--- src/rtl/core/dsc_pkg.sv ---
// Shared types, field widths and density constants for the dust sample classifier.
package dsc_pkg;

  // Field widths.
  localparam int ADC_W   = 10;
  localparam int DENS_W  = 21;
  localparam int LEVEL_W = 8;
  localparam int ADC_MAX = 1023;

  // Stream data widths, padded to whole bytes.
  localparam int S_TDATA_W = 16;
  localparam int M_TDATA_W = 56;

  // Default window length of the moving average.
  localparam int HISTORY_DEPTH_DEF = 10;

  // Density in ug/m3 with 7 fractional bits: slope * filt - offset.
  localparam int unsigned DENS_SLOPE      = 1375;
  localparam int unsigned DENS_OFFSET     = 10240;
  localparam int unsigned DENS_MIN_SAMPLE = 8;

  // Upper band limits, in the same Q7 scale as the density.
  localparam logic [DENS_W-1:0] LIM_EXCELLENT = DENS_W'(36 * 128);
  localparam logic [DENS_W-1:0] LIM_GOOD      = DENS_W'(76 * 128);
  localparam logic [DENS_W-1:0] LIM_AVERAGE   = DENS_W'(116 * 128);
  localparam logic [DENS_W-1:0] LIM_LIGHT     = DENS_W'(151 * 128);
  localparam logic [DENS_W-1:0] LIM_MID       = DENS_W'(251 * 128);
  localparam logic [DENS_W-1:0] LIM_HEAVY     = DENS_W'(501 * 128);

  // Above this density the LEDs saturate and the buzzer sounds.
  localparam logic [DENS_W-1:0] ALARM_Q7 = DENS_W'(500 * 128);

  // Air-quality bands; BAND_NONE marks that no band is remembered.
  typedef enum logic [2:0] {
    BAND_EXCELLENT = 3'd0,
    BAND_GOOD      = 3'd1,
    BAND_AVERAGE   = 3'd2,
    BAND_LIGHT     = 3'd3,
    BAND_MID       = 3'd4,
    BAND_HEAVY     = 3'd5,
    BAND_OUT       = 3'd6,
    BAND_NONE      = 3'd7
  } band_t;

  // Filtered sample handed from the averaging window to the grading stages.
  typedef struct packed {
    logic             forget;
    logic [ADC_W-1:0] filt;
  } filt_req_t;

  // One finished result.
  typedef struct packed {
    logic               buzzer;
    logic [LEVEL_W-1:0] green;
    logic [LEVEL_W-1:0] red;
    logic               changed;
    band_t              band;
    logic [DENS_W-1:0]  dens;
    logic [ADC_W-1:0]   filt;
  } result_t;

endpackage

--- src/rtl/core/dsc_ram.sv ---
// Generic single-write, single-read RAM with registered read data.
module dsc_ram #(
  parameter int WIDTH = 8,
  parameter int DEPTH = 16
) (
  input  logic                     clk,
  input  logic                     we,
  input  logic [$clog2(DEPTH)-1:0] waddr,
  input  logic [WIDTH-1:0]         wdata,
  input  logic [$clog2(DEPTH)-1:0] raddr,
  output logic [WIDTH-1:0]         rdata
);

  logic [WIDTH-1:0] mem [DEPTH];

  // Write port and registered read port.
  always_ff @(posedge clk) begin
    if (we) begin
      mem[waddr] <= wdata;
    end
    rdata <= mem[raddr];
  end

endmodule

--- src/rtl/core/dsc_window.sv ---
// Moving-average window: history ring, running sum and division by the window length.
module dsc_window #(
  parameter int HISTORY_DEPTH = dsc_pkg::HISTORY_DEPTH_DEF
) (
  input  logic                       clk,
  input  logic                       rst,
  input  logic                       in_valid,
  output logic                       in_ready,
  input  logic [dsc_pkg::ADC_W-1:0]  sample,
  input  logic                       forget,
  output logic                       out_valid,
  input  logic                       out_ready,
  output dsc_pkg::filt_req_t         out
);
  import dsc_pkg::*;

  localparam int AW      = $clog2(HISTORY_DEPTH);
  localparam int SUM_W   = $clog2(ADC_MAX * HISTORY_DEPTH + 1);
  // Reciprocal that gives an exact floor quotient for every SUM_W-bit sum.
  localparam int DIV_S   = SUM_W + $clog2(HISTORY_DEPTH);
  localparam longint unsigned RECIP =
    ((64'd1 << DIV_S) + 64'(HISTORY_DEPTH) - 64'd1) / 64'(HISTORY_DEPTH);
  localparam int RECIP_W = $clog2(RECIP + 1);
  localparam int PROD_W  = SUM_W + RECIP_W;
  localparam logic [AW-1:0] LAST_SLOT = AW'(HISTORY_DEPTH - 1);

  logic              primed;
  logic              wrapped;
  logic [AW-1:0]     slot;
  logic [AW-1:0]     slot_next;
  logic [ADC_W-1:0]  first_sample;
  logic [ADC_W-1:0]  hist_rd;
  logic [ADC_W-1:0]  old_sample;
  logic [SUM_W-1:0]  window_sum;
  logic [SUM_W-1:0]  sum_step;
  logic [SUM_W-1:0]  sum_prime;
  logic              sum_valid;
  logic              sum_forget;
  logic [PROD_W-1:0] prod;
  logic              accept;
  logic              adv_out;
  logic              adv_sum;

  // Per-stage advance: a stage loads when it is empty or its contents move on.
  assign adv_out  = !out_valid || out_ready;
  assign adv_sum  = !sum_valid || adv_out;
  assign in_ready = adv_sum;
  assign accept   = in_valid && adv_sum;

  // Ring slot of the oldest entry; it only moves once the window is primed.
  always_comb begin
    slot_next = slot;
    if (accept && primed) begin
      slot_next = (slot == LAST_SLOT) ? '0 : slot + 1'b1;
    end
  end

  // Slots not yet written since priming still hold the first sample.
  assign old_sample = wrapped ? hist_rd : first_sample;
  assign sum_step   = window_sum - SUM_W'(old_sample) + SUM_W'(sample);
  assign sum_prime  = SUM_W'(sample) * SUM_W'(HISTORY_DEPTH);

  // Truncated mean by multiplication with the reciprocal.
  assign prod = PROD_W'(window_sum) * PROD_W'(RECIP);

  // The read address runs one slot ahead so the oldest entry is ready next cycle.
  dsc_ram #(
    .WIDTH (ADC_W),
    .DEPTH (HISTORY_DEPTH)
  ) u_hist (
    .clk   (clk),
    .we    (accept && primed),
    .waddr (slot),
    .wdata (sample),
    .raddr (slot_next),
    .rdata (hist_rd)
  );

  // Control state and stage valid flags.
  always_ff @(posedge clk) begin
    if (rst) begin
      primed    <= 1'b0;
      wrapped   <= 1'b0;
      slot      <= '0;
      sum_valid <= 1'b0;
      out_valid <= 1'b0;
    end else begin
      if (accept) begin
        primed <= 1'b1;
        slot   <= slot_next;
        if (primed && slot == LAST_SLOT) begin
          wrapped <= 1'b1;
        end
      end
      if (adv_sum) begin
        sum_valid <= in_valid;
      end
      if (adv_out) begin
        out_valid <= sum_valid;
      end
    end
  end

  // Running sum, first sample and the quotient stage.
  always_ff @(posedge clk) begin
    if (accept) begin
      window_sum <= primed ? sum_step : sum_prime;
      sum_forget <= forget;
      if (!primed) begin
        first_sample <= sample;
      end
    end
    if (adv_out && sum_valid) begin
      out.filt   <= prod[DIV_S +: ADC_W];
      out.forget <= sum_forget;
    end
  end

endmodule

--- src/rtl/core/dsc_grade.sv ---
// Density scaling, band classification with change detection, LED levels and buzzer.
module dsc_grade (
  input  logic               clk,
  input  logic               rst,
  input  logic               in_valid,
  output logic               in_ready,
  input  dsc_pkg::filt_req_t in,
  output logic               out_valid,
  input  logic               out_ready,
  output dsc_pkg::result_t   out
);
  import dsc_pkg::*;

  // Integer density is below 512 whenever the LEDs are not saturated.
  localparam int X_W     = 9;
  // Red: floor(x * 31 / 100), exact reciprocal for 14-bit numerators.
  localparam int RNUM_W  = X_W + 5;
  localparam int RED_S   = RNUM_W + 7;
  localparam int unsigned RED_RECIP = ((32'd1 << RED_S) + 32'd99) / 32'd100;
  localparam int RRECIP_W = $clog2(RED_RECIP + 1);
  localparam int RPROD_W = RNUM_W + RRECIP_W;
  // Green: floor(2x / 5), exact reciprocal for 10-bit numerators.
  localparam int GNUM_W  = X_W + 1;
  localparam int GRN_S   = GNUM_W + 3;
  localparam int unsigned GRN_RECIP = ((32'd1 << GRN_S) + 32'd4) / 32'd5;
  localparam int GRECIP_W = $clog2(GRN_RECIP + 1);
  localparam int GPROD_W = GNUM_W + GRECIP_W;

  localparam logic [LEVEL_W-1:0] RED_BASE   = LEVEL_W'(100);
  localparam logic [LEVEL_W-1:0] GREEN_BASE = LEVEL_W'(200);
  localparam logic [LEVEL_W-1:0] LEVEL_FULL = '1;

  logic               dens_valid;
  logic [DENS_W-1:0]  dens;
  logic [ADC_W-1:0]   dens_filt;
  logic               dens_forget;
  logic [DENS_W-1:0]  scaled;
  logic [DENS_W-1:0]  dens_c;
  band_t              band_c;
  band_t              last_band;
  band_t              prev_band;
  logic               alarm;
  logic [X_W-1:0]     x;
  logic [RNUM_W-1:0]  red_num;
  logic [RPROD_W-1:0] red_prod;
  logic [GNUM_W-1:0]  grn_num;
  logic [GPROD_W-1:0] grn_prod;
  result_t            res;
  logic               adv_out;
  logic               adv_dens;

  assign adv_out  = !out_valid || out_ready;
  assign adv_dens = !dens_valid || adv_out;
  assign in_ready = adv_dens;

  // Density stage: one constant multiply and the offset.
  assign scaled = DENS_W'(in.filt) * DENS_W'(DENS_SLOPE);
  assign dens_c = (in.filt >= ADC_W'(DENS_MIN_SAMPLE)) ? scaled - DENS_W'(DENS_OFFSET) : '0;

  // Band classification; zero density counts as out of range.
  always_comb begin
    if (dens == '0) begin
      band_c = BAND_OUT;
    end else if (dens < LIM_EXCELLENT) begin
      band_c = BAND_EXCELLENT;
    end else if (dens < LIM_GOOD) begin
      band_c = BAND_GOOD;
    end else if (dens < LIM_AVERAGE) begin
      band_c = BAND_AVERAGE;
    end else if (dens < LIM_LIGHT) begin
      band_c = BAND_LIGHT;
    end else if (dens < LIM_MID) begin
      band_c = BAND_MID;
    end else if (dens < LIM_HEAVY) begin
      band_c = BAND_HEAVY;
    end else begin
      band_c = BAND_OUT;
    end
  end

  // A forget request drops the remembered band, so the change flag is forced.
  assign prev_band = dens_forget ? BAND_NONE : last_band;

  // LED levels from the integer density.
  assign alarm    = dens > ALARM_Q7;
  assign x        = dens[7 +: X_W];
  assign red_num  = {x, 5'b0} - RNUM_W'(x);
  assign red_prod = RPROD_W'(red_num) * RPROD_W'(RED_RECIP);
  assign grn_num  = {x, 1'b0};
  assign grn_prod = GPROD_W'(grn_num) * GPROD_W'(GRN_RECIP);

  always_comb begin
    res.filt    = dens_filt;
    res.dens    = dens;
    res.band    = band_c;
    res.changed = (band_c != prev_band);
    res.buzzer  = alarm;
    if (alarm) begin
      res.red   = LEVEL_FULL;
      res.green = '0;
    end else begin
      res.red   = RED_BASE + red_prod[RED_S +: LEVEL_W];
      res.green = GREEN_BASE - grn_prod[GRN_S +: LEVEL_W];
    end
  end

  // Control state: stage valid flags and the remembered band.
  always_ff @(posedge clk) begin
    if (rst) begin
      dens_valid <= 1'b0;
      out_valid  <= 1'b0;
      last_band  <= BAND_NONE;
    end else begin
      if (adv_dens) begin
        dens_valid <= in_valid;
      end
      if (adv_out) begin
        out_valid <= dens_valid;
        if (dens_valid) begin
          last_band <= band_c;
        end
      end
    end
  end

  // Density and result registers.
  always_ff @(posedge clk) begin
    if (adv_dens && in_valid) begin
      dens        <= dens_c;
      dens_filt   <= in.filt;
      dens_forget <= in.forget;
    end
    if (adv_out && dens_valid) begin
      out <= res;
    end
  end

endmodule

--- src/rtl/core/dust_sample_classifier_core.sv ---
// Top level of the dust sample classifier: stream ports around window and grading.
//
//  Channel   Direction  Signals                     Payload
//  s_        in         s_tvalid s_tready s_tdata   adc_sample, forget_band
//  m_        out        m_tvalid m_tready m_tdata   filt, density, band, changed, LEDs, buzzer
//
// One request is accepted per cycle unless back pressure has filled the stages; a
// result is registered in turn in the running sum, mean, density and result register.
// The history ring lives in a RAM with a registered read port that is addressed
// one slot ahead; slots not yet written after the first sample read as that sample.
// Reset clears control state only and needs no clearing pass.
// Each of the four stages holds under back pressure and a stage frees as soon as
// its contents move on, so requests keep flowing until every stage is full.
module dust_sample_classifier_core #(
  parameter int HISTORY_DEPTH = dsc_pkg::HISTORY_DEPTH_DEF
) (
  input  logic                          clk,
  input  logic                          rst,
  input  logic                          s_tvalid,
  output logic                          s_tready,
  // [9:0] adc_sample, [10] forget_band, [15:11] zero
  input  logic [dsc_pkg::S_TDATA_W-1:0] s_tdata,
  output logic                          m_tvalid,
  input  logic                          m_tready,
  // [9:0] filtered_sample, [30:10] density_q7, [33:31] band, [34] band_changed,
  // [42:35] red_level, [50:43] green_level, [51] buzzer_on, [55:52] zero
  output logic [dsc_pkg::M_TDATA_W-1:0] m_tdata
);
  import dsc_pkg::*;

  filt_req_t filt_req;
  logic      filt_valid;
  logic      filt_ready;
  result_t   res;

  dsc_window #(
    .HISTORY_DEPTH (HISTORY_DEPTH)
  ) u_window (
    .clk       (clk),
    .rst       (rst),
    .in_valid  (s_tvalid),
    .in_ready  (s_tready),
    .sample    (s_tdata[ADC_W-1:0]),
    .forget    (s_tdata[ADC_W]),
    .out_valid (filt_valid),
    .out_ready (filt_ready),
    .out       (filt_req)
  );

  dsc_grade u_grade (
    .clk       (clk),
    .rst       (rst),
    .in_valid  (filt_valid),
    .in_ready  (filt_ready),
    .in        (filt_req),
    .out_valid (m_tvalid),
    .out_ready (m_tready),
    .out       (res)
  );

  // Result fields packed from the lowest bit up.
  assign m_tdata = {(M_TDATA_W - $bits(result_t))'(0), res};

endmodule

--- config.mk ---
export PLATFORM = sky130hd
export DESIGN_NAME = dust_sample_classifier_core
export DESIGN_NICKNAME = d
export VERILOG_FILES = /design/src/rtl/core/dsc_pkg.sv /design/src/rtl/core/dsc_ram.sv /design/src/rtl/core/dsc_window.sv /design/src/rtl/core/dsc_grade.sv /design/src/rtl/core/dust_sample_classifier_core.sv
export SDC_FILE = /design/constraint.sdc
export NUM_CORES = 1
export LEC_CHECK = 0
export BUFFER_PORTS_ARGS = -buffer_cell sky130_fd_sc_hd__buf_4
export CAP_MARGIN = 25
export CORE_MARGIN = 5
export CORE_UTILIZATION = 40
export DETAILED_ROUTE_END_ITERATION = 10
export MAX_ROUTING_LAYER = met4
export PLACE_DENSITY = 0.6
export SYNTH_ARGS = -nofsm -noshare
export SYNTH_HDL_FRONTEND = slang
export SYNTH_HIERARCHICAL = 1
export SYNTH_SLANG_ARGS = --single-unit
--- constraint.sdc ---
create_clock -name clk -period 8.71 [get_ports clk]
set_input_delay 0.4355 -clock clk [delete_from_list [all_inputs] [get_ports clk]]
set_output_delay 0.4355 -clock clk [all_outputs]
set_load 0.05 [all_outputs]
* After elaboration in Yosys (flattened, before gate mapping)
Memories as Yosys holds them, arrays and structs flattened. A register that Yosys moved wholly into a read port is not among the register bits.
Cells that the tools add are included.
** Word-level totals
- Flip-flop bits (word level) :: 133
- Bits in writable memories :: 100
- Input port bits :: 20
- Output and inout port bits :: 58
- Memories kept :: 1
** Operators by class
- Add/subtract/negate cells :: 7
- Multiply operators :: 5
- $lt $le $gt $ge :: 8
- Equal/unequal tests :: 2
- Mux-type cells :: 14
- Bitwise operators :: 1
- Reductions and logical operators :: 18
** Memories
- u_window.u_hist.mem :: words 10, bits a word 10, rd ports 1, clocked after Yosys merged registers in 1, write ports 1, line dsc_ram.sv:14 : logic [WIDTH-1:0] mem [DEPTH];
** Operators by type and width (count)
- 21-bit by 14-bit less-than comparator with 1-bit output (second input constant) :: 2
- 21-bit by 15-bit less-than comparator with 1-bit output (second input constant) :: 2
- 14-bit by 15-bit multiplier with 28-bit output (second input constant) :: 1
- 14-bit by 13-bit multiplier with 27-bit output (second input constant) :: 1
- 21-bit by 16-bit > comparator with 1-bit output (second input constant) :: 1
- 21-bit logical NOT :: 1
- 21-bit by 13-bit less-than comparator with 1-bit output (second input constant) :: 1
- 21-bit by 16-bit less-than comparator with 1-bit output (second input constant) :: 1
- 10-bit by 11-bit multiplier with 21-bit output (second input constant) :: 1
- 3-bit two-way mux :: 7
- 21-bit by 14-bit subtractor with 21-bit output (second input constant) :: 1
- 9-bit by 11-bit multiplier with 20-bit output (second input constant) :: 1
- 14-bit by 10-bit adder with 14-bit output :: 1
- 14-bit two-way mux :: 1
- 14-bit by 10-bit subtractor with 14-bit output :: 1
- 14-bit by 9-bit subtractor with 14-bit output :: 1
- 10-bit by 3-bit multiplier with 13-bit output (second input constant) :: 1
- 10-bit by 4-bit >= comparator with 1-bit output (second input constant) :: 1
- 10-bit two-way mux :: 1
- 7-bit by 8-bit adder with 8-bit output (first input constant) :: 1
- 4-bit two-way mux :: 2
- 8-bit subtractor (first input constant) :: 1
- 1-bit logical AND :: 6
- 2-bit AND reduction :: 3
- 8 further kinds :: 15

* Depth between registers and ports, before layout
Gate-level depths: netlist of run 1.
- Word-level depth :: 9
- Gate-level depth with buffers :: 36
- Depth with buffers taken out :: 35

* By module
Netlist of run 1, hierarchy kept.
** Modules (own cells, without submodules)
- dsc_grade :: times used 1, cells each 1047, area each 11283.3 µm², seq. area each 2622.5 µm²
- dsc_window :: times used 1, cells each 646, area each 6436.2 µm², seq. area each 1241.2 µm²
- dsc_ram :: times used 1, cells each 230, area each 4247.8 µm², seq. area each 3203.1 µm²
- dust_sample_classifier_core :: times used 1, cells each 5, area each 33.8 µm², seq. area each 0.0 µm²

* Least setup slack after synthesis of run 1
OpenSTA, ideal clock, no wires.
- Kind :: reg-to-reg
- Start point :: register u_grade.dens[7]
- End point :: register u_grade/out[41] (netlist bit), data pin
- Arrival :: 7.597 ns
- Required time :: 8.445 ns
- Setup slack :: 0.847 ns
- Cell stages (with the launch flop) :: 35
- Buffers on the path :: 0
- Cells stage by stage :: edfxtp_1 clkinv_1 ha_1 a41oi_1 o21bai_1 a21oi_1 o21ai_0 xnor2_1 inv_1 xnor2_1 ha_1 o21bai_1 ha_1 inv_1 fa_1 inv_1 fa_1 inv_1 fa_1 inv_1 ha_1 a21oi_1 nand2_1 a211oi_1 o21ai_0 nor2_1 inv_1 a21oi_1 xnor2_1 ha_1 inv_1 maj3_1 a31o_2 a2111oi_4 mux2i_1
** Between the ends
- Cells in the longest elaborated chain, start to end :: 3
- Elaborated cells on any way between the ends :: 4
- Those cells by class :: add/sub: 2; mul: 1; order compare: 1
** RTL lines
- start, declared :: line dsc_grade.sv:34 : logic [DENS_W-1:0] dens;
- start signal, assigned :: line dsc_grade.sv:129 : dens <= dens_c;
- 14-bit by 9-bit subtractor with 14-bit output :: line dsc_grade.sv:87 : assign red_num = {x, 5'b0} - RNUM_W'(x);
- 14-bit by 13-bit multiplier with 27-bit output :: line dsc_grade.sv:88 : assign red_prod = RPROD_W'(red_num) * RPROD_W'(RED_RECIP);
- 7-bit by 8-bit adder with 8-bit output :: line dsc_grade.sv:102 : res.red = RED_BASE + red_prod[RED_S +: LEVEL_W];
- end signal, assigned :: line dsc_grade.sv:134 : out <= res;
- end, declared :: line dsc_grade.sv:10 : output dsc_pkg::result_t out
Several ways; a longest one is shown, not always the timed one.
A chain may end at the register's enable or synchronous reset.

* Final worst setup path of run 1
Ends and elaborated chain as after synthesis.

==> results of run 1 <==
[cell families (layout without fill, tap and decap cells)]
family                     after synthesis  after routing
AOI/OAI and AO/OA                      247            247
buffers and inverters                  418            543
muxes                                   72             72
xor gates and xnor gates                97             97
and+or+nand+nor                        288            288
adders and majority gates              562            562
other                                    1              4
DFF                                    243            243
[cell type report]
type | instances | area [um^2]
Clock inverter | 20 | 210
Multi-Input combinational cell | 1270 | 13300
Inverter | 390 | 1470
Sequential cell | 243 | 7070
Timing Repair Buffer | 99 | 749
Clock buffer | 34 | 744
Fill cell | 5011 | 30300
Tap cell | 704 | 881
[worst max-delay path, delay by kind of cell, from the launching register on]
family | cells | cell delay (ps)
flip-flops | 1 | 460
AND/OR/NAND/NOR | 4 | 450
XOR/XNOR | 3 | 540
buffers and inverters | 8 | 780
multiplexers | 1 | 120
adder cells (fa/ha/maj) | 9 | 3300
AO/OA/AOI/OAI | 10 | 2250
[sequential cells by signal, indices dropped and copies added (netlist names), 3 cells and up]
name / count
u_grade/dens: 21
u_grade/dens_filt: 10
u_grade/last_band: 3
u_grade/out: 52
u_window/first_sample: 10
u_window/out: 11
u_window/slot: 4
u_window/u_hist/mem: 100
u_window/u_hist/rdata: 10
u_window/window_sum: 14
[metrics by stage]
step / util / std cells
global placement: 0.427 / 2696
detailed placement: 0.427 / 2696
global route: 0.446 / 2760
CTS: 0.445 / 2750
floorplan: - / 1931
finish: 0.446 / 2760
[metal layers]
layer / GRT usage / vias to the layer above / wire length, um
li1: - / 6733 / -
met3: 0.0173 / 49 / 1280
met5: - / - / 0
met4: 0.0314 / 0 / 762
met1: 0.200 / 6787 / 20300
met2: 0.263 / 170 / 21800
[final timing paths]
check                                startpoint                       endpoint  depth (start not counted)
setup reg to reg  u_grade/dens[7]$_SDFFCE_PN0P_  u_grade/out[41]$_SDFFCE_PP1P_                         35
hold reg to reg   u_window/sum_forget$_DFFE_PP_     u_window/out[10]$_DFFE_PP_                          0
hold / removal                      s_tdata[10]  u_window/sum_forget$_DFFE_PP_                          1
setup / recovery  u_grade/dens[7]$_SDFFCE_PN0P_  u_grade/out[41]$_SDFFCE_PP1P_                         35
[cell usage after synthesis (9+ instances only)]
library cell | instances | area [um^2]
inv_1 | 387 | 1450
ha_1 | 367 | 4590
edfxtp_1 | 220 | 6610
fa_1 | 194 | 3880
nor2_1 | 88 | 330
nand2_1 | 70 | 263
xnor2_1 | 62 | 543
a21oi_1 | 55 | 275
o21ai_0 | 47 | 235
mux2_2 | 44 | 495
xor2_1 | 35 | 307
mux2i_1 | 28 | 280
dfxtp_1 | 23 | 460
nand3_1 | 20 | 100
nor2b_1 | 18 | 113
a21o_1 | 16 | 120
nor3_1 | 15 | 75.1
o21bai_1 | 15 | 113
nand2b_1 | 14 | 87.6
clkbuf_1 | 12 | 45.0
a22o_1 | 10 | 87.6
o22ai_1 | 10 | 62.6
o31ai_2 | 10 | 125
a211oi_1 | 9 | 67.6
a31oi_1 | 9 | 56.3
and2_1 | 9 | 56.3
or3_1 | 9 | 56.3
[repair_timing]
item	CTS	global route
buffers inserted	0	6
setup endpoints to repair	0	1
gates resized for setup	0	3
==> flow_metrics.env, run 1 <==
export IMPL_drv_slew=0
export IMPL_synth_area_um2=22000
export IMPL_synth_distinct_cells=81
export IMPL_worstSetupPathType="reg -> reg"
export IMPL_max_cap_viol_count=0
export IMPL_core_um2=54800
export IMPL_hold_violations=0
export IMPL_postSynthAreaPerCell_um2=11.4
export IMPL_synth_top_family_by_area="adder cells"
export IMPL_final_nets=2614
export IMPL_drc_errors=0
export IMPL_cts_buffers=29
export IMPL_layout_common_cells="inv_1, ha_1, edfxtp_1"
export IMPL_die_width_um=245
export IMPL_hp_class="in -> reg"
export IMPL_reg2reg_slack_ps=540
export IMPL_yosysWarnings=6
export IMPL_slew_headroom=0.312
export IMPL_place_detailed_hpwl_um=35600
export IMPL_crit_fanout=8
export IMPL_holdWs_ps=98.0
export IMPL_ys_flop_type="edfxtp_1"
export IMPL_stdcell_area_um2=24400
export IMPL_finalWirelength_um=44200
export IMPL_portBuffers=68
export IMPL_n_antenna_cell=0
export IMPL_grt_pass1_vias=14419
export IMPL_period_needed_ps=8170
export IMPL_pin_count=78
export IMPL_place_congestion=0.884
export IMPL_setup_tns_ps=0
export IMPL_area_delta_synth_final_pct=11.1
export IMPL_cp_arrival_ps=8480
export IMPL_viasPerCell=4.98
export IMPL_dp_slack_ps=311
export IMPL_num_rows=86
export IMPL_yosys_register_bits=243
export IMPL_setup_ws_ps=539
export IMPL_syn_inst=1928
export IMPL_yosysSeqAreaShare=0.321
export IMPL_critical_path_required_ps=9020
export IMPL_grt_pass1_wl_um=73600
export IMPL_num_vias=13739
export IMPL_skew_ps=17.0
export IMPL_antenna_left=0
export IMPL_cts_sinks=243
export IMPL_synth_mux_area_fraction=0.0353
export IMPL_drt_pass1_iterations=5
export IMPL_clkLatencyLatePin_ps=560
export IMPL_antenna_found_initial=0
export IMPL_status="completed"
export IMPL_fmax_mhz=122
export IMPL_async_flop_share=0
export IMPL_cts_buffer_depth=3
export IMPL_rsz0062_at_grt="no"
export IMPL_synth_xor_area_share=0.0386
export IMPL_grt_max_degree=55
export IMPL_start_util=0.402
export IMPL_synth_fa_ha_area_frac=0.386
export IMPL_crit_path_max_incr_delay_ps=530
export IMPL_synth_compound_area_share=0.0800
export IMPL_h_tree_depth=1
export IMPL_place_area_um2=23400
export IMPL_layout_drive_gt1_share=0.115
export IMPL_crit_slowest_cell="fa_1"
export IMPL_synth_edff_count=220
export IMPL_drt_iter0_drc=628
export IMPL_post_drt_wl_per_cell_um=16.0
export IMPL_die_y_um=245
export IMPL_overflow=0
export IMPL_start_kind="flop"
export IMPL_synthSimpleGateAreaFrac=0.0640
export IMPL_crit_path_end_kind="flop"
export IMPL_finalSetupViolCount=0
export IMPL_clock_root_buffer="clkbuf_16"
export IMPL_tightest_slew_ps=1030
export IMPL_cp_common_cell="inv_1"
export IMPL_cts_tree="done"
export IMPL_period_share=0.938
export IMPL_clkSlewWorstSetupHoldPaths_ps=70
export IMPL_track_usage=0.153
export IMPL_hold_buffers=0
export IMPL_dieArea_um2=59800
export IMPL_final_common_cell="inv_1"
Power of run 1 is left out: the tool's default activity adds up to more than one toggle a clock period on the data nets, which glitch-free logic cannot reach.
==> run 2, diff against run 1 <==
==> constraint.sdc (replaced) <==
create_clock -name clk -period 7.6 [get_ports clk]
set_input_delay 0.38 -clock clk [delete_from_list [all_inputs] [get_ports clk]]
set_output_delay 0.38 -clock clk [all_outputs]
set_load 0.02 [all_outputs]
==> run 2 against run 1 <==
Against the previous run: flip-flop and latch count unchanged; cell count grew 1.4%; cell area increased by 2.3%; non-clock buffer count grew 44; critical path depth down 2.
==> flow_metrics.env, run 2 (synthesis gave the netlist of run 1 again) <==
export IMPL_layout_common_cells="inv_1, ha_1, edfxtp_1"
export IMPL_grt_pass1_wl_um=76500
export IMPL_cts_buffers=28
export IMPL_cp_arrival_ps=7540
export IMPL_setup_tns_ps=0
export IMPL_overflow=0
export IMPL_max_cap_viol_count=0
export IMPL_core_um2=54800
export IMPL_critPathBufInv=10
export IMPL_track_usage=0.162
export IMPL_finalWirelength_um=46900
export IMPL_num_rows=86
export IMPL_crit_path_max_incr_delay_ps=540
export IMPL_fill_cells=4995
export IMPL_clkSlewWorstSetupHoldPaths_ps=60
export IMPL_h_tree_depth=1
export IMPL_place_detailed_hpwl_um=37900
export IMPL_pin_count=78
export IMPL_finalSetupViolCount=0
export IMPL_stdcell_area_um2=25000
export IMPL_dp_cells=2736
export IMPL_final_common_cell="inv_1"
export IMPL_cts_sinks=243
export IMPL_cp_common_cell="inv_1"
export IMPL_viasPerCell=4.94
export IMPL_grt_max_degree=33
export IMPL_post_drt_wl_per_cell_um=16.7
export IMPL_drt_pass1_iterations=5
export IMPL_drc_errors=0
export IMPL_n_antenna_cell=0
export IMPL_crit_slowest_cell="fa_1"
export IMPL_cpLargestDelayFamily="adder cells"
export IMPL_start_util=0.402
export IMPL_clock_root_buffer="clkbuf_16"
export IMPL_dieArea_um2=59800
export IMPL_portBuffers=68
export IMPL_critical_path_required_ps=7890
export IMPL_largest_registers="u_window/u_hist/mem (100), u_grade/out (52), u_grade/dens (21)"
export IMPL_drv_slew=0
export IMPL_crit_path_end_kind="flop"
export IMPL_worstSetupPathType="reg -> reg"
export IMPL_final_cells=2800
export IMPL_layout_drive_gt1_share=0.146
export IMPL_regArea_um2=7070
export IMPL_hold_violations=0
export IMPL_fmax_mhz=138
export IMPL_cts_buffer_depth=3
export IMPL_final_nets=2657
export IMPL_die_y_um=245
export IMPL_start_kind="flop"
export IMPL_tightest_slew_ps=987
export IMPL_skew_ps=20.9
export IMPL_clkLatencyLatePin_ps=570
export IMPL_grt_pass1_vias=14771
export IMPL_multi_input_area_um2=13600
export IMPL_status="completed"
export IMPL_holdWs_ps=49.7
export IMPL_place_area_um2=23700
export IMPL_die_width_um=245
export IMPL_place_congestion=0.886
export IMPL_cts_tree="done"
export IMPL_slew_headroom=0.341
export IMPL_largest_reg_flops=100
export IMPL_period_share=0.953
export IMPL_cp_depth=33
export IMPL_antenna_left=0
export IMPL_area_delta_synth_final_pct=13.7
export IMPL_largest_register="u_window/u_hist/mem"
export IMPL_period_needed_ps=7240
export IMPL_crit_fanout=3
export IMPL_holdPathStages=3
export IMPL_drt_iter0_drc=538
export IMPL_num_vias=13836
export IMPL_antenna_found_initial=0
export IMPL_r2r_cells=33
export IMPL_hp_class="in -> reg"
[run 2: changes by cell type in the layout (fill, tap and decap cells not counted), moves of 4 or more]
cell,change
a21oi_2,+4
ha_1,-12
xnor2_2,+4
xnor2_4,+4
a21oi_1,-4
inv_1,-4
xnor2_1,-8
inv_2,+4
buf_4,+36
buf_6,+8
ha_4,+11
[run 2: layout make-up]
| cell class | count | share of cell area |
|---|---|---|
| Multi-Input combinational cell | 1270 | 0.545 |
| Timing Repair Buffer | 143 | 0.0442 |
| Sequential cell | 243 | 0.283 |
| Tap cell | 704 | 0.0352 |
| Clock buffer | 34 | 0.0289 |
| Clock inverter | 16 | 0.00585 |
| Inverter | 390 | 0.0586 |
[run 2: through the flow]
step	setup slack [ps]	utilization
finish	355	0.457
global route	-23.9	0.457
CTS	17.3	0.450
detailed placement	-156	0.433
global placement	7.65	0.432
floorplan	5.24	-
[run 2: worst register-to-register path: cells and delay by family (launching register included)]
kind	cells	cell delay (ps)
buffers and inverters	10	810
xor gates and xnor gates	2	330
DFF	1	450
adders and majority gates	9	3300
AOI/OAI and AO/OA	8	1650
and+or+nand+nor	3	350
muxes	1	110
[run 2: what timing repair did]
| item | 4_1_cts | 5_1_grt |
|---|---|---|
| pin swaps | 2 | 33 |
| resized for setup | 7 | 34 |
| gates cloned | 0 | 0 |
| setup endpoints to repair | 1 | 3 |
| setup buffers | 0 | 11 |
| hold buffers | 1 | 0 |
| endpoints found under the hold margin | 1 | 0 |
[run 2: path summary, 6_finish.rpt]
check                           slack, ps                               to                           start
worst min-delay path                   50  u_window/sum_valid$_SDFFE_PP0N_                        s_tvalid
worst max register to register        360    u_grade/out[41]$_SDFFCE_PP1P_   u_grade/dens[7]$_SDFFCE_PN0P_
worst max-delay path                  360    u_grade/out[41]$_SDFFCE_PP1P_   u_grade/dens[7]$_SDFFCE_PN0P_
worst min register to register        420         u_grade/out[2]$_DFFE_PP_  u_grade/dens_filt[2]$_DFFE_PP_
[run 2: per-layer routing]
layer	up-vias	part of all wire	track usage
li1	6799	-	-
met1	6754	0.45	0.208
met2	216	0.48	0.272
met3	67	0.036	0.0215
met4	0	0.031	0.0465
met5	-	0	-
Power of run 2 is left out for the same reason.
==> run 3, diff against run 2 <==
==> constraint.sdc (replaced) <==
create_clock -name clk -period 7 [get_ports clk]
set_input_delay 0.35 -clock clk [delete_from_list [all_inputs] [get_ports clk]]
set_output_delay 0.35 -clock clk [all_outputs]
set_load 0.02 [all_outputs]
==> run 3 against run 2 <==
Against the previous run: die area did not move; first-iteration DRC count rose by 43%; sequential share of layout area fell by 0.33 points; count of clock-buffer cells in the layout did not move; cell count rose by 0.75%; wire length fell by 3.5%; maximum frequency rose by 5.1%; critical path depth did not move; cell area rose by 1.2%; setup slack got worse by 250 ps; critical path type unchanged.
==> flow_metrics.env, run 3 (synthesis gave the netlist of run 1 again) <==
export IMPL_clock_root_buffer="clkbuf_16"
export IMPL_drt_pass1_iterations=5
export IMPL_finalWirelength_um=45300
export IMPL_h_tree_depth=1
export IMPL_n_antenna_cell=0
export IMPL_die_y_um=245
export IMPL_drc_errors=0
export IMPL_largest_register="u_window/u_hist/mem"
export IMPL_num_rows=86
export IMPL_crit_path_end_kind="flop"
export IMPL_overflow=0
export IMPL_grt_max_degree=55
export IMPL_crit_path_max_incr_delay_ps=530
export IMPL_drv_slew=0
export IMPL_layout_common_cells="inv_1, ha_1, edfxtp_1"
export IMPL_cts_buffer_depth=3
export IMPL_cp_arrival_ps=7200
export IMPL_finalSetupViolCount=0
export IMPL_viasPerCell=4.99
export IMPL_slew_headroom=0.271
export IMPL_setup_tns_ps=0
export IMPL_hp_class="in -> reg"
export IMPL_worstSetupPathType="reg -> reg"
export IMPL_busiest_layer="met2"
export IMPL_fmax_mhz=145
export IMPL_core_um2=54800
export IMPL_reg2reg_slack_ps=110
export IMPL_cts_sinks=243
export IMPL_skew_ps=21.6
export IMPL_cts_tree="done"
export IMPL_tightest_slew_ps=1090
export IMPL_globalRouteMet3Util=0.0177
export IMPL_cp_common_cell="inv_1"
export IMPL_final_common_cell="inv_1"
export IMPL_holdPathStages=3
export IMPL_num_vias=14063
export IMPL_r2r_cells=33
export IMPL_die_width_um=245
export IMPL_grt_met1_usage=0.202
export IMPL_max_cap_viol_count=0
export IMPL_crit_fanout=5
export IMPL_antenna_left=0
export IMPL_grt_util_met2=0.273
export IMPL_clkLatencyLatePin_ps=560
export IMPL_largest_registers="u_window/u_hist/mem (100), u_grade/out (52), u_grade/dens (21)"
export IMPL_place_congestion=0.872
export IMPL_antenna_found_initial=0
export IMPL_largest_reg_flops=100
export IMPL_drt_iter0_drc=771
export IMPL_pin_count=78
export IMPL_grt_pass1_vias=14815
export IMPL_area_delta_synth_final_pct=15.0
export IMPL_start_util=0.402
export IMPL_crit_slowest_cell="fa_1"
export IMPL_period_needed_ps=6890
export IMPL_rsz0062_at_grt="yes"
export IMPL_post_drt_wl_per_cell_um=16.0
export IMPL_grt_pass1_wl_um=75300
export IMPL_layout_drive_gt1_share=0.165
export IMPL_start_kind="flop"
export IMPL_portBuffers=68
export IMPL_final_nets=2676
export IMPL_cts_buffers=29
export IMPL_status="completed"
export IMPL_dieArea_um2=59800
export IMPL_critical_path_required_ps=7310
export IMPL_track_usage=0.156
export IMPL_period_share=0.985
export IMPL_place_detailed_hpwl_um=36600
export IMPL_clkSlewWorstSetupHoldPaths_ps=70
export IMPL_hold_violations=0
-- run 3: cell count changes in the layout (fill, tap and decap cells not counted), moves of 3 or more --
cell      before  now
buf_6          8    5
inv_2          5   10
inv_1        382  375
clkinv_2       2    6
xnor2_4        4    7
buf_4        134  154
-- run 3: area by class of cell --
cell class | count | area [um^2]
multi-input combinational | 1270 | 13700
inverter | 390 | 1480
tap | 704 | 881
clock inverter | 19 | 181
timing repair buffer | 161 | 1240
fill | 4958 | 29500
sequential | 243 | 7070
clock buffer | 34 | 744
-- run 3: per-stage QoR --
stage	cell area [um^2]	hold slack, ps	setup WS (ps)	instances	utilization
global placement	24000	404	-95.6	2748	0.438
floorplan	22200	400	15.1	1931	-
CTS	25000	13.2	15.0	2806	0.456
finish	25300	39.5	107	2821	0.462
detailed placement	24000	405	-122	2748	0.438
global route	25300	47.9	-307	2821	0.462
-- run 3: critical path: cells and delay by family (launching register included) --
kind | cells | cell delay, ps
adder cells (fa/ha/maj) | 9 | 3220
XOR/XNOR | 2 | 290
AO/OA/AOI/OAI | 10 | 1670
multiplexers | 1 | 110
AND/OR/NAND/NOR | 6 | 560
buffers and inverters | 5 | 320
flip-flops | 1 | 470
-- run 3: final timing paths --
| path | from | endpoint |
|---|---|---|
| worst min-delay path | s_tvalid | u_window/sum_valid$_SDFFE_PP0N_ |
| worst max-delay path | u_grade/dens[7]$_SDFFCE_PN0P_ | u_grade/out[41]$_SDFFCE_PP1P_ |
| worst max register to register | u_grade/dens[7]$_SDFFCE_PN0P_ | u_grade/out[41]$_SDFFCE_PP1P_ |
| worst min register to register | u_grade/dens_filt[6]$_DFFE_PP_ | u_grade/out[6]$_DFFE_PP_ |
-- run 3: repair_timing --
item / in CTS / in global routing
hold buffers: 1 / 0
endpoints found under the hold margin: 1 / 0
setup buffers: 4 / 8
setup endpoints to repair: 1 / 2
pin swaps: 9 / 24
gates resized for setup: 6 / 33
-- run 3: metal layers --
| layer | vias to the layer above | part of all wire |
|---|---|---|
| li1 | 6873 | - |
| met1 | 6953 | 0.46 |
| met2 | 199 | 0.50 |
| met3 | 38 | 0.031 |
| met4 | 0 | 0.012 |
| met5 | - | 0 |
Power of run 3 is left out for the same reason.
